[src/rtl/core/fdhm_pkg.sv]
// ----------------------------------------------------------------------------
// fdhm_pkg: shared definitions for the fault debounce hysteresis monitor
// Field widths, operation and event codes, controller states and the layout
// of one channel's entry in the state memory.
// ----------------------------------------------------------------------------
package fdhm_pkg;

  localparam int CHANNELS    = 16;
  localparam int CHAN_BITS   = 4;
  localparam int SAMPLE_BITS = 16;
  localparam int COUNT_BITS  = 16;
  localparam int DEB_BITS    = 16;
  localparam int SEV_BITS    = 2;
  localparam int TOTAL_BITS  = 32;

  localparam logic [COUNT_BITS-1:0] CNT_MAX = '1;
  localparam logic [SEV_BITS-1:0]   SEV_RESET_LEVEL = 2'd3;

  typedef enum logic {
    OP_UPDATE = 1'b0,
    OP_CONFIG = 1'b1
  } op_t;

  typedef enum logic [1:0] {
    EV_NONE  = 2'd0,
    EV_RAISE = 2'd1,
    EV_CLEAR = 2'd2
  } event_t;

  typedef enum logic {
    ST_IDLE = 1'b0,
    ST_CALC = 1'b1
  } state_t;

  // One channel's stored state
  typedef struct packed {
    logic [SAMPLE_BITS-1:0] raise_limit;
    logic [SAMPLE_BITS-1:0] clear_limit;
    logic [COUNT_BITS-1:0]  needed_count;
    logic [COUNT_BITS-1:0]  over_count;
    logic                   is_active;
    logic [SEV_BITS-1:0]    level;
  } chan_entry_t;

  localparam chan_entry_t ENTRY_RESET = '{
    raise_limit:  '0,
    clear_limit:  '0,
    needed_count: COUNT_BITS'(1),
    over_count:   '0,
    is_active:    1'b0,
    level:        SEV_RESET_LEVEL
  };

  // Accepted input transaction held while the entry is read
  typedef struct packed {
    logic                   op;
    logic [CHAN_BITS-1:0]   channel;
    logic [SAMPLE_BITS-1:0] sample;
    logic [SEV_BITS-1:0]    severity;
    logic [SAMPLE_BITS-1:0] high_limit;
    logic [SAMPLE_BITS-1:0] low_limit;
    logic [DEB_BITS-1:0]    debounce_length;
    logic                   in_range;
  } req_t;

endpackage

[src/rtl/core/fdhm_in_if.sv]
// ----------------------------------------------------------------------------
// fdhm_in_if: input channel of the fault debounce hysteresis monitor
// Valid/ready channel carrying one update or configure transaction.
// ----------------------------------------------------------------------------
interface fdhm_in_if;
  logic                             valid;
  logic                             ready;
  logic                             op;
  logic [fdhm_pkg::CHAN_BITS-1:0]   channel;
  logic [fdhm_pkg::SAMPLE_BITS-1:0] sample;
  logic [fdhm_pkg::SEV_BITS-1:0]    severity;
  logic [fdhm_pkg::SAMPLE_BITS-1:0] high_limit;
  logic [fdhm_pkg::SAMPLE_BITS-1:0] low_limit;
  logic [fdhm_pkg::DEB_BITS-1:0]    debounce_length;

  modport source (
    output valid, op, channel, sample, severity, high_limit, low_limit,
           debounce_length,
    input  ready
  );

  modport sink (
    input  valid, op, channel, sample, severity, high_limit, low_limit,
           debounce_length,
    output ready
  );
endinterface

[src/rtl/core/fdhm_out_if.sv]
// ----------------------------------------------------------------------------
// fdhm_out_if: result channel of the fault debounce hysteresis monitor
// Valid/ready channel carrying one result transaction per input transaction.
// ----------------------------------------------------------------------------
interface fdhm_out_if;
  logic                            valid;
  logic                            ready;
  logic                            status;
  logic [1:0]                      event_res;
  logic [fdhm_pkg::CHAN_BITS-1:0]  event_channel;
  logic [fdhm_pkg::SEV_BITS-1:0]   event_severity;
  logic                            fault_active;
  logic [fdhm_pkg::TOTAL_BITS-1:0] update_total;

  modport source (
    output valid, status, event_res, event_channel, event_severity,
           fault_active, update_total,
    input  ready
  );

  modport sink (
    input  valid, status, event_res, event_channel, event_severity,
           fault_active, update_total,
    output ready
  );
endinterface

[src/rtl/core/fault_debounce_hysteresis_monitor.sv]
// ----------------------------------------------------------------------------
// fault_debounce_hysteresis_monitor: multi-channel debounced fault qualifier
// Per-channel limits, debounce count and active flag live in one synchronous
// memory; each transaction reads its channel's entry, updates it, writes back.
// ----------------------------------------------------------------------------
// Usage:
//   in_if  (sink)  : update (op 0, sample) or configure (op 1, severity,
//                    limits, debounce length) transaction for one channel.
//   out_if (source): exactly one result per input transaction, in order:
//                    status, event, channel, severity, active flag and the
//                    running update count.
// Flow: a new transaction is taken only after the previous one is evaluated.
//   The accept cycle reads the channel entry from the state memory into a
//   register; the evaluate state then checks the entry, writes it back and
//   loads the output register that presents the result.
// Stall: the output register holds a finished result while the next input
//   transaction is accepted and read; evaluation then waits until the
//   output register is taken, and input ready stays low meanwhile.
// Reset: rst_n (synchronous, active low) clears the update count, the
//   output valid and the per-entry valid bits; an entry never written reads
//   as limits 0, debounce length 1, count 0, inactive, severity critical.
//   No clearing pass is needed, the block is ready right after reset.
// ----------------------------------------------------------------------------
module fault_debounce_hysteresis_monitor (
  input logic       clk,
  input logic       rst_n,
  fdhm_in_if.sink   in_if,
  fdhm_out_if.source out_if
);

  // State memory and its per-entry valid bits
  fdhm_pkg::chan_entry_t mem [fdhm_pkg::CHANNELS];
  logic [fdhm_pkg::CHANNELS-1:0] vld_r;

  fdhm_pkg::state_t state_r, state_nxt;
  fdhm_pkg::req_t   req_r;
  fdhm_pkg::chan_entry_t rdata_r;
  logic             rvld_r;

  logic [fdhm_pkg::TOTAL_BITS-1:0] upd_r, upd_nxt;

  logic                              out_vld_r;
  logic                              out_status_r;
  fdhm_pkg::event_t                  out_event_r;
  logic [fdhm_pkg::CHAN_BITS-1:0]    out_chan_r;
  logic [fdhm_pkg::SEV_BITS-1:0]     out_sev_r;
  logic                              out_active_r;
  logic [fdhm_pkg::TOTAL_BITS-1:0]   out_total_r;

  logic                   in_fire;
  logic                   in_range;
  logic                   out_free;
  logic                   wr_en;
  logic                   load_out;
  fdhm_pkg::chan_entry_t  ent;
  fdhm_pkg::chan_entry_t  wdata;
  fdhm_pkg::event_t       ev;
  logic [fdhm_pkg::COUNT_BITS-1:0] cnt_inc;
  logic [fdhm_pkg::COUNT_BITS-1:0] need_cfg;
  logic [fdhm_pkg::DEB_BITS-1:0]   deb_nz;
  logic                   at_raise;
  logic                   at_clear;

  assign in_range = ({1'b0, in_if.channel} < (fdhm_pkg::CHAN_BITS + 1)'(fdhm_pkg::CHANNELS));
  assign in_fire  = in_if.valid && in_if.ready;
  assign out_free = !out_vld_r || out_if.ready;

  // Latch the request and read its channel entry
  always_ff @(posedge clk) begin
    if (in_fire) begin
      req_r <= '{
        op:              in_if.op,
        channel:         in_if.channel,
        sample:          in_if.sample,
        severity:        in_if.severity,
        high_limit:      in_if.high_limit,
        low_limit:       in_if.low_limit,
        debounce_length: in_if.debounce_length,
        in_range:        in_range
      };
      if (in_range) begin
        rdata_r <= mem[in_if.channel];
        rvld_r  <= vld_r[in_if.channel];
      end else begin
        rvld_r  <= 1'b0;
      end
    end
  end

  // Write back the modified entry
  always_ff @(posedge clk) begin
    if (wr_en) begin
      mem[req_r.channel] <= wdata;
    end
  end

  // Mark entries written since reset
  always_ff @(posedge clk) begin
    if (!rst_n) begin
      vld_r <= '0;
    end else if (wr_en) begin
      vld_r[req_r.channel] <= 1'b1;
    end
  end

  // Evaluate the entry against the sample or the new configuration
  always_comb begin
    ent      = rvld_r ? rdata_r : fdhm_pkg::ENTRY_RESET;
    deb_nz   = (req_r.debounce_length == '0) ? fdhm_pkg::DEB_BITS'(1) : req_r.debounce_length;
    need_cfg = (32'(deb_nz) > 32'(fdhm_pkg::CNT_MAX)) ? fdhm_pkg::CNT_MAX
                                                       : fdhm_pkg::COUNT_BITS'(deb_nz);
    cnt_inc  = (ent.over_count == fdhm_pkg::CNT_MAX) ? ent.over_count
                                                     : ent.over_count + 1'b1;
    at_raise = $signed(req_r.sample) >= $signed(ent.raise_limit);
    at_clear = $signed(req_r.sample) <= $signed(ent.clear_limit);
    wdata    = ent;
    ev       = fdhm_pkg::EV_NONE;
    upd_nxt  = upd_r;

    if (req_r.op == fdhm_pkg::OP_CONFIG) begin
      wdata.raise_limit  = req_r.high_limit;
      wdata.clear_limit  = req_r.low_limit;
      wdata.needed_count = need_cfg;
      wdata.over_count   = '0;
      wdata.is_active    = 1'b0;
      wdata.level        = req_r.severity;
    end else begin
      upd_nxt = upd_r + 1'b1;
      if (at_raise) begin
        wdata.over_count = cnt_inc;
        if (!ent.is_active && (cnt_inc >= ent.needed_count)) begin
          wdata.is_active = 1'b1;
          ev              = fdhm_pkg::EV_RAISE;
        end
      end else if (at_clear) begin
        wdata.over_count = '0;
        if (ent.is_active) begin
          wdata.is_active = 1'b0;
          ev              = fdhm_pkg::EV_CLEAR;
        end
      end else begin
        wdata.over_count = '0;
      end
    end

    // Out-of-range channel leaves all state alone
    if (!req_r.in_range) begin
      ev      = fdhm_pkg::EV_NONE;
      upd_nxt = upd_r;
    end
  end

  // Sequence read, evaluate and hand off
  always_comb begin
    state_nxt   = state_r;
    in_if.ready = 1'b0;
    load_out    = 1'b0;
    wr_en       = 1'b0;
    case (state_r)
      fdhm_pkg::ST_IDLE: begin
        in_if.ready = 1'b1;
        if (in_if.valid) begin
          state_nxt = fdhm_pkg::ST_CALC;
        end
      end
      fdhm_pkg::ST_CALC: begin
        if (out_free) begin
          load_out  = 1'b1;
          wr_en     = req_r.in_range;
          state_nxt = fdhm_pkg::ST_IDLE;
        end
      end
      default: begin
        state_nxt = fdhm_pkg::ST_IDLE;
      end
    endcase
  end

  always_ff @(posedge clk) begin
    if (!rst_n) begin
      state_r <= fdhm_pkg::ST_IDLE;
      upd_r   <= '0;
    end else begin
      state_r <= state_nxt;
      if (load_out) begin
        upd_r <= upd_nxt;
      end
    end
  end

  // Hold the result until the receiver takes it
  always_ff @(posedge clk) begin
    if (!rst_n) begin
      out_vld_r <= 1'b0;
    end else if (load_out) begin
      out_vld_r <= 1'b1;
    end else if (out_if.ready) begin
      out_vld_r <= 1'b0;
    end
  end

  always_ff @(posedge clk) begin
    if (load_out) begin
      out_status_r <= !req_r.in_range;
      out_event_r  <= ev;
      out_chan_r   <= req_r.channel;
      out_sev_r    <= req_r.in_range ? wdata.level : '0;
      out_active_r <= req_r.in_range && wdata.is_active;
      out_total_r  <= upd_nxt;
    end
  end

  assign out_if.valid          = out_vld_r;
  assign out_if.status         = out_status_r;
  assign out_if.event_res      = out_event_r;
  assign out_if.event_channel  = out_chan_r;
  assign out_if.event_severity = out_sev_r;
  assign out_if.fault_active   = out_active_r;
  assign out_if.update_total   = out_total_r;

`ifndef SYNTHESIS
  // An accepted transaction always moves to evaluation
  a_accept_calc: assert property (@(posedge clk) disable iff (!rst_n)
    in_fire |=> state_r == fdhm_pkg::ST_CALC)
    else $error("accepted transaction did not enter evaluation");

  // A raise event reports the channel as active
  a_raise_active: assert property (@(posedge clk) disable iff (!rst_n)
    out_if.valid && (out_if.event_res == fdhm_pkg::EV_RAISE) |-> out_if.fault_active)
    else $error("raise event without active flag");

  // The update count advances by at most one per result
  a_upd_step: assert property (@(posedge clk) disable iff (!rst_n)
    $past(rst_n) && (upd_r != $past(upd_r)) |-> (upd_r == $past(upd_r) + 1'b1)
      && $past(load_out))
    else $error("update count moved without a result");

  // A result is never overwritten before it is taken
  a_no_overwrite: assert property (@(posedge clk) disable iff (!rst_n)
    load_out |-> (!out_vld_r || out_if.ready))
    else $error("pending result overwritten");
`endif

endmodule

[src/flat_wrapper.sv]
// flat-port wrapper written by rule: the top's interface ports become plain ports
module fault_debounce_hysteresis_monitor_flat 
  (clk, rst_n, in_if_valid, in_if_op, in_if_channel, in_if_sample, in_if_severity, in_if_high_limit, in_if_low_limit, in_if_debounce_length, in_if_ready, out_if_valid, out_if_status, out_if_event_res, out_if_event_channel, out_if_event_severity, out_if_fault_active, out_if_update_total, out_if_ready);
  fdhm_in_if in_if_i ();
  fdhm_out_if out_if_i ();
  input logic clk;
  input logic rst_n;
  input wire logic [$bits(in_if_i.valid)-1:0] in_if_valid;
  input wire logic [$bits(in_if_i.op)-1:0] in_if_op;
  input wire logic [$bits(in_if_i.channel)-1:0] in_if_channel;
  input wire logic [$bits(in_if_i.sample)-1:0] in_if_sample;
  input wire logic [$bits(in_if_i.severity)-1:0] in_if_severity;
  input wire logic [$bits(in_if_i.high_limit)-1:0] in_if_high_limit;
  input wire logic [$bits(in_if_i.low_limit)-1:0] in_if_low_limit;
  input wire logic [$bits(in_if_i.debounce_length)-1:0] in_if_debounce_length;
  output wire logic [$bits(in_if_i.ready)-1:0] in_if_ready;
  output wire logic [$bits(out_if_i.valid)-1:0] out_if_valid;
  output wire logic [$bits(out_if_i.status)-1:0] out_if_status;
  output wire logic [$bits(out_if_i.event_res)-1:0] out_if_event_res;
  output wire logic [$bits(out_if_i.event_channel)-1:0] out_if_event_channel;
  output wire logic [$bits(out_if_i.event_severity)-1:0] out_if_event_severity;
  output wire logic [$bits(out_if_i.fault_active)-1:0] out_if_fault_active;
  output wire logic [$bits(out_if_i.update_total)-1:0] out_if_update_total;
  input wire logic [$bits(out_if_i.ready)-1:0] out_if_ready;
  assign in_if_i.valid = in_if_valid;
  assign in_if_i.op = in_if_op;
  assign in_if_i.channel = in_if_channel;
  assign in_if_i.sample = in_if_sample;
  assign in_if_i.severity = in_if_severity;
  assign in_if_i.high_limit = in_if_high_limit;
  assign in_if_i.low_limit = in_if_low_limit;
  assign in_if_i.debounce_length = in_if_debounce_length;
  assign in_if_ready = in_if_i.ready;
  assign out_if_valid = out_if_i.valid;
  assign out_if_status = out_if_i.status;
  assign out_if_event_res = out_if_i.event_res;
  assign out_if_event_channel = out_if_i.event_channel;
  assign out_if_event_severity = out_if_i.event_severity;
  assign out_if_fault_active = out_if_i.fault_active;
  assign out_if_update_total = out_if_i.update_total;
  assign out_if_i.ready = out_if_ready;
  fault_debounce_hysteresis_monitor u_core (.clk(clk), .rst_n(rst_n), .in_if(in_if_i), .out_if(out_if_i));
endmodule
[config.mk]
export PLATFORM = sky130hd
export DESIGN_NAME = fault_debounce_hysteresis_monitor_flat
export DESIGN_NICKNAME = d
export VERILOG_FILES = /design/src/rtl/core/fdhm_pkg.sv /design/src/rtl/core/fdhm_in_if.sv /design/src/rtl/core/fdhm_out_if.sv /design/src/rtl/core/fault_debounce_hysteresis_monitor.sv /design/src/flat_wrapper.sv
export SDC_FILE = /design/constraint.sdc
export NUM_CORES = 1
export LEC_CHECK = 0
export BUFFER_PORTS_ARGS = -buffer_cell sky130_fd_sc_hd__buf_4
export CORE_AREA = 2 2 304 426
export DETAILED_ROUTE_END_ITERATION = 10
export DIE_AREA = 0 0 306 428
export HOLD_SLACK_MARGIN = 0.03
export SLEW_MARGIN = 40
export SYNTH_ARGS = -nofsm -noshare
export SYNTH_HDL_FRONTEND = slang
export SYNTH_SLANG_ARGS = --single-unit
[constraint.sdc]
create_clock -name clk -period 10.56 [get_ports clk]
set_input_delay 1.056 -clock clk [delete_from_list [all_inputs] [get_ports clk]]
set_output_delay 1.056 -clock clk [all_outputs]
set_load 0.1 [all_outputs]
==> out/metrics.csv <==
stage,metric,value,unit
outcome,run_status,completed,
sta,share_of_the_clock_period_used_by_the_worst_path_after_layout,0.443,
cts,htree_num_levels,3,
critical_path,rrSetupSlack,5.88,ns
sta,setup_viol,0,
cells_and_area,final_layout_size_suffix_gt1_frac,0.294,
global_routing,grt_start_max_net_pins,77,
critical_path,timing.rr.start,u_core.rvld_r,
sta,achievable-frequency,214,MHz
sta,max_slew_vio_count,0,
global_routing,grt_pass1_wl,171000,µm
synthesis,post_synth_edffs,1252,
power_and_ir_drop,powerDensity,188,nW/µm²
critical_path,critical_path_arrival,5.25,ns
cts,cts-root-buf,sky130_fd_sc_hd__clkbuf_16,
route,detail_route.wl_per_cell,27.0,µm
power_and_ir_drop,ir_worst_vdd,0.140,mV
floorplanning,starting_density_of_the_core,0.398,
route,final_ant_viol_nets,0,
route,drt-initial-drc-count,2505,
cells_and_area,area_of_the_multi_input_gates,11700,µm²
floorplanning,top_level_ports,119,
synthesis,synth.yosys.seq_area_share,0.764,
synthesis,syn_area_per_cell,21.4,µm²
place,io_buffer_count,117,
synthesis,synthAdderAreaFrac,0.0124,
critical_path,r2r.worst_path.cells,17,
cells_and_area,layout.cells.non_filler,4325,
floorplanning,floorplan_row_count,155,
cts,number_of_sinks_on_the_clock_net,1302,
synthesis,flip_flop_and_latch_count_after_synthesis,1302,
sta,final.hold.worst_slack,0.462,ns
worst_hold_path,hold_end,u_core.vld_r[14],
route,vias_post_dr,23916,
cts,cts.hold.buffers_added,0,
sta,layout_min_cycle_time,4.68,ns
route,wire_length_on_met1,48900,µm
cells_and_area,areaGrowthSynthToFinish,15.0,%
synthesis,synth_compound_gate_area_share,0.0149,
cts,clockBufferDepth,3,
sta,setup_tns,0,ns
synthesis,ys_types,59,
synthesis,postSynthNetCount,2487,
route,drc,0,
cts,post_cts.resized_instances,0,
route,wl_met2,59300,µm
synthesis,yosysTopAreaCell,sky130_fd_sc_hd__edfxtp_1,
flow_run,cap_viol_max_count,0,
sta,hold_viol_final,0,
place,dp_hpwl,62400,µm
cells_and_area,numnets_final,2697,
sta,setup_repair_after_global_routing_missed_its_margin,false,
worst_hold_path,hold_path_startpoint,u_core.vld_r[14],
synthesis,synth_simple_gate_area_share,0.0347,
global_routing,first_global_vias,25235,
global_routing,antenna_found_initial,4,
cts,tritoncts_clock_tree,yes,
critical_path,critical_path.reg2reg.endpoint,u_core.mem[2][2],
critical_path,path_max_fanout,42,
cts,cts_buffers,119,
worst_hold_path,hold_class,flip-flop to flip-flop,
synthesis,muxShareOfSynthArea,0.153,
synthesis,combinational_family_with_the_most_area_after_synthesis,multiplexers,
route,highest_layer,met4,
synthesis,synth_warnings,0,
route,routed_via_density,5.53,
cts,insertion_delay,0.74,ns
synthesis,mapped_cells,2362,
synthesis,post_synth_main_area_contributors,"sky130_fd_sc_hd__edfxtp_1, sky130_fd_sc_hd__mux4_2, sky130_fd_sc_hd__dfxtp_1",
floorplanning,die_w,306,µm
synthesis,async_flop_share,0,
floorplanning,chipHeight,428,µm
critical_path,critPathCaptureType,flip-flop,
critical_path,setup.worst_path.start_class,flip-flop,
synthesis,post_synth_xor_area_fraction,0.0116,
synthesis,yosys_most_used_dff,sky130_fd_sc_hd__edfxtp_1,
synthesis,mappedNetlistArea,50500,µm²
critical_path,required_arrival_time_at_the_worst_endpoint,11.13,ns
critical_path,crit_type,flip-flop to flip-flop,
place,routabilityCongestion,0.805,
sta,worst_pin_slew,0.875,ns
route,drtPass1Iterations,5,
sta,finClkSkew,0.0349,ns
floorplanning,design.die.area,131000,µm²
cells_and_area,layout.area.seq,38600,µm²
cts,clk_transition_reported_paths,0.07,ns
worst_hold_path,whs_path_depth,1,
sta,slew_headroom,0.417,
global_routing,track_usage,0.179,
synthesis,post-synth-top-area-fraction,0.744,
cts,postCtsSetupBuffers,0,
global_routing,globalRoute.totalOverflow,0,
route,met3RoutedLength,6550,µm
power_and_ir_drop,p_leak,0.0188,µW
floorplanning,placeableCoreArea,127000,µm²
route,drt_wl_total,117000,µm
cells_and_area,nFillCells,10435,
place,numPlacedInstances,4098,
state kept, by name, summed over array words and instances, names as in the netlist:
signal / count
u_core.mem: 1072
u_core.out_if.event_channel: 4
u_core.out_if.event_res: 2
u_core.out_if.event_severity: 2
u_core.out_if.fault_active: 1
u_core.out_if.update_total: 32
u_core.out_if.valid: 1
u_core.rdata_r: 67
u_core.req_r: 71
u_core.rvld_r: 1
u_core.state_r: 1
u_core.upd_r: 32
u_core.vld_r: 16
cells in the mapped netlist, drive strengths merged, types with 2 or more instances:
library cell,count
edfxtp,1252
and3b,3
nand2b,8
nor3b,9
nand2,148
nor2,37
nand4b,3
mux2,4
o21ai,61
nor4,13
mux4,340
buf,49
nor3,16
and2,31
o211ai,3
o21a,17
nand3,25
or3,9
xnor2,40
clkbuf,62
ha,50
and4,2
a21boi,10
a21oi,24
dfxtp,50
xor2,27
nor2b,15
a21o,3
and3,8
inv,13
nand4,12
nor4b,2
area by class of cell:
cell class	count	area share
inverters	13	0.000839
flip-flops and latches	1302	0.664
well taps	1648	0.0355
clock buffers	143	0.0542
diodes	1	0.0000430
clock inverters	82	0.0157
repair buffers	200	0.0288
multi-input cells	936	0.201
worst max-delay path, stage by stage, from the launching register on:
cell and delay (ns):
sky130_fd_sc_hd__edfxtp_1 0.39, sky130_fd_sc_hd__buf_4 0.30, sky130_fd_sc_hd__and2_1 0.23, sky130_fd_sc_hd__ha_1 0.25
sky130_fd_sc_hd__inv_1 0.10, sky130_fd_sc_hd__nor3_1 0.06, sky130_fd_sc_hd__nor4_2 0.43, sky130_fd_sc_hd__nor3b_1 0.33
sky130_fd_sc_hd__xnor2_1 0.19, sky130_fd_sc_hd__nor2b_1 0.07, sky130_fd_sc_hd__ha_1 0.30, sky130_fd_sc_hd__nand2_1 0.09
sky130_fd_sc_hd__nor4_1 0.39, sky130_fd_sc_hd__o311ai_0 0.24, sky130_fd_sc_hd__o2111ai_1 0.21, sky130_fd_sc_hd__a21oi_1 0.08
sky130_fd_sc_hd__o22ai_1 0.53, sky130_fd_sc_hd__buf_2 0.31
placed cells by master (no fill, tap or decap), drive strengths merged, types with 37 or more instances in the layout:
master and count:
buf 200, clkbuf 143, clkinv 49, dfxtp 50, edfxtp 1252, ha 50, mux4 340, nand2 148
nor2 37, o21ai 61, xnor2 40
where the power goes:
part / internal, µW / total, µW / switching [µW]
Combinational: 235 / 643 / 408
Sequential: 5800 / 5840 / 41.3
Clock: 2550 / 4450 / 1900
Total: 8580 / 10900 / 2350
through the flow:
| stage | util | cell area, µm² | total power (µW) | setup WS (ns) |
|---|---|---|---|---|
| final | 0.458 | 58100 | 10900 | 5.88 |
| after global routing | 0.458 | 58100 | 11300 | 5.42 |
| after CTS | 0.457 | 58000 | 11000 | 5.89 |
| after detailed placement | 0.425 | 53900 | 6600 | 5.60 |
| after global placement | 0.423 | 53700 | 6570 | 5.63 |
| after floorplan | - | 50500 | 6360 | 1.34 |
worst max-delay path by stage:
stage                        from           endpoint  slack (ns)  cells after the start
finish              u_core.rvld_r   u_core.mem[2][2]        5.88                     17
global placement     out_if_ready  u_core.mem[6][63]        5.63                      9
global route        u_core.rvld_r   u_core.mem[1][2]        5.42                     17
floorplan            out_if_ready   u_core.mem[0][0]        1.34                      5
detailed placement   out_if_ready  u_core.mem[6][62]        5.60                      9
CTS                 u_core.rvld_r   u_core.mem[3][2]        5.89                     17
routing by layer:
layer  global-route usage  vias up
li1                     -    10200
met1                0.243    12791
met2                0.304      797
met3               0.0255      128
met4               0.0455        0
met5                    0        -
kinds of logic (layout without fill, tap and decap cells):
family / Yosys count / in the layout
compound gates: 128 / 128
xor+xnor: 67 / 67
fa+ha+maj: 50 / 50
buf+inv: 124 / 438
flops: 1302 / 1302
mux: 345 / 345
other cells: 1 / 2
simple gates: 345 / 345
Power figures use the tool's default switching activity.
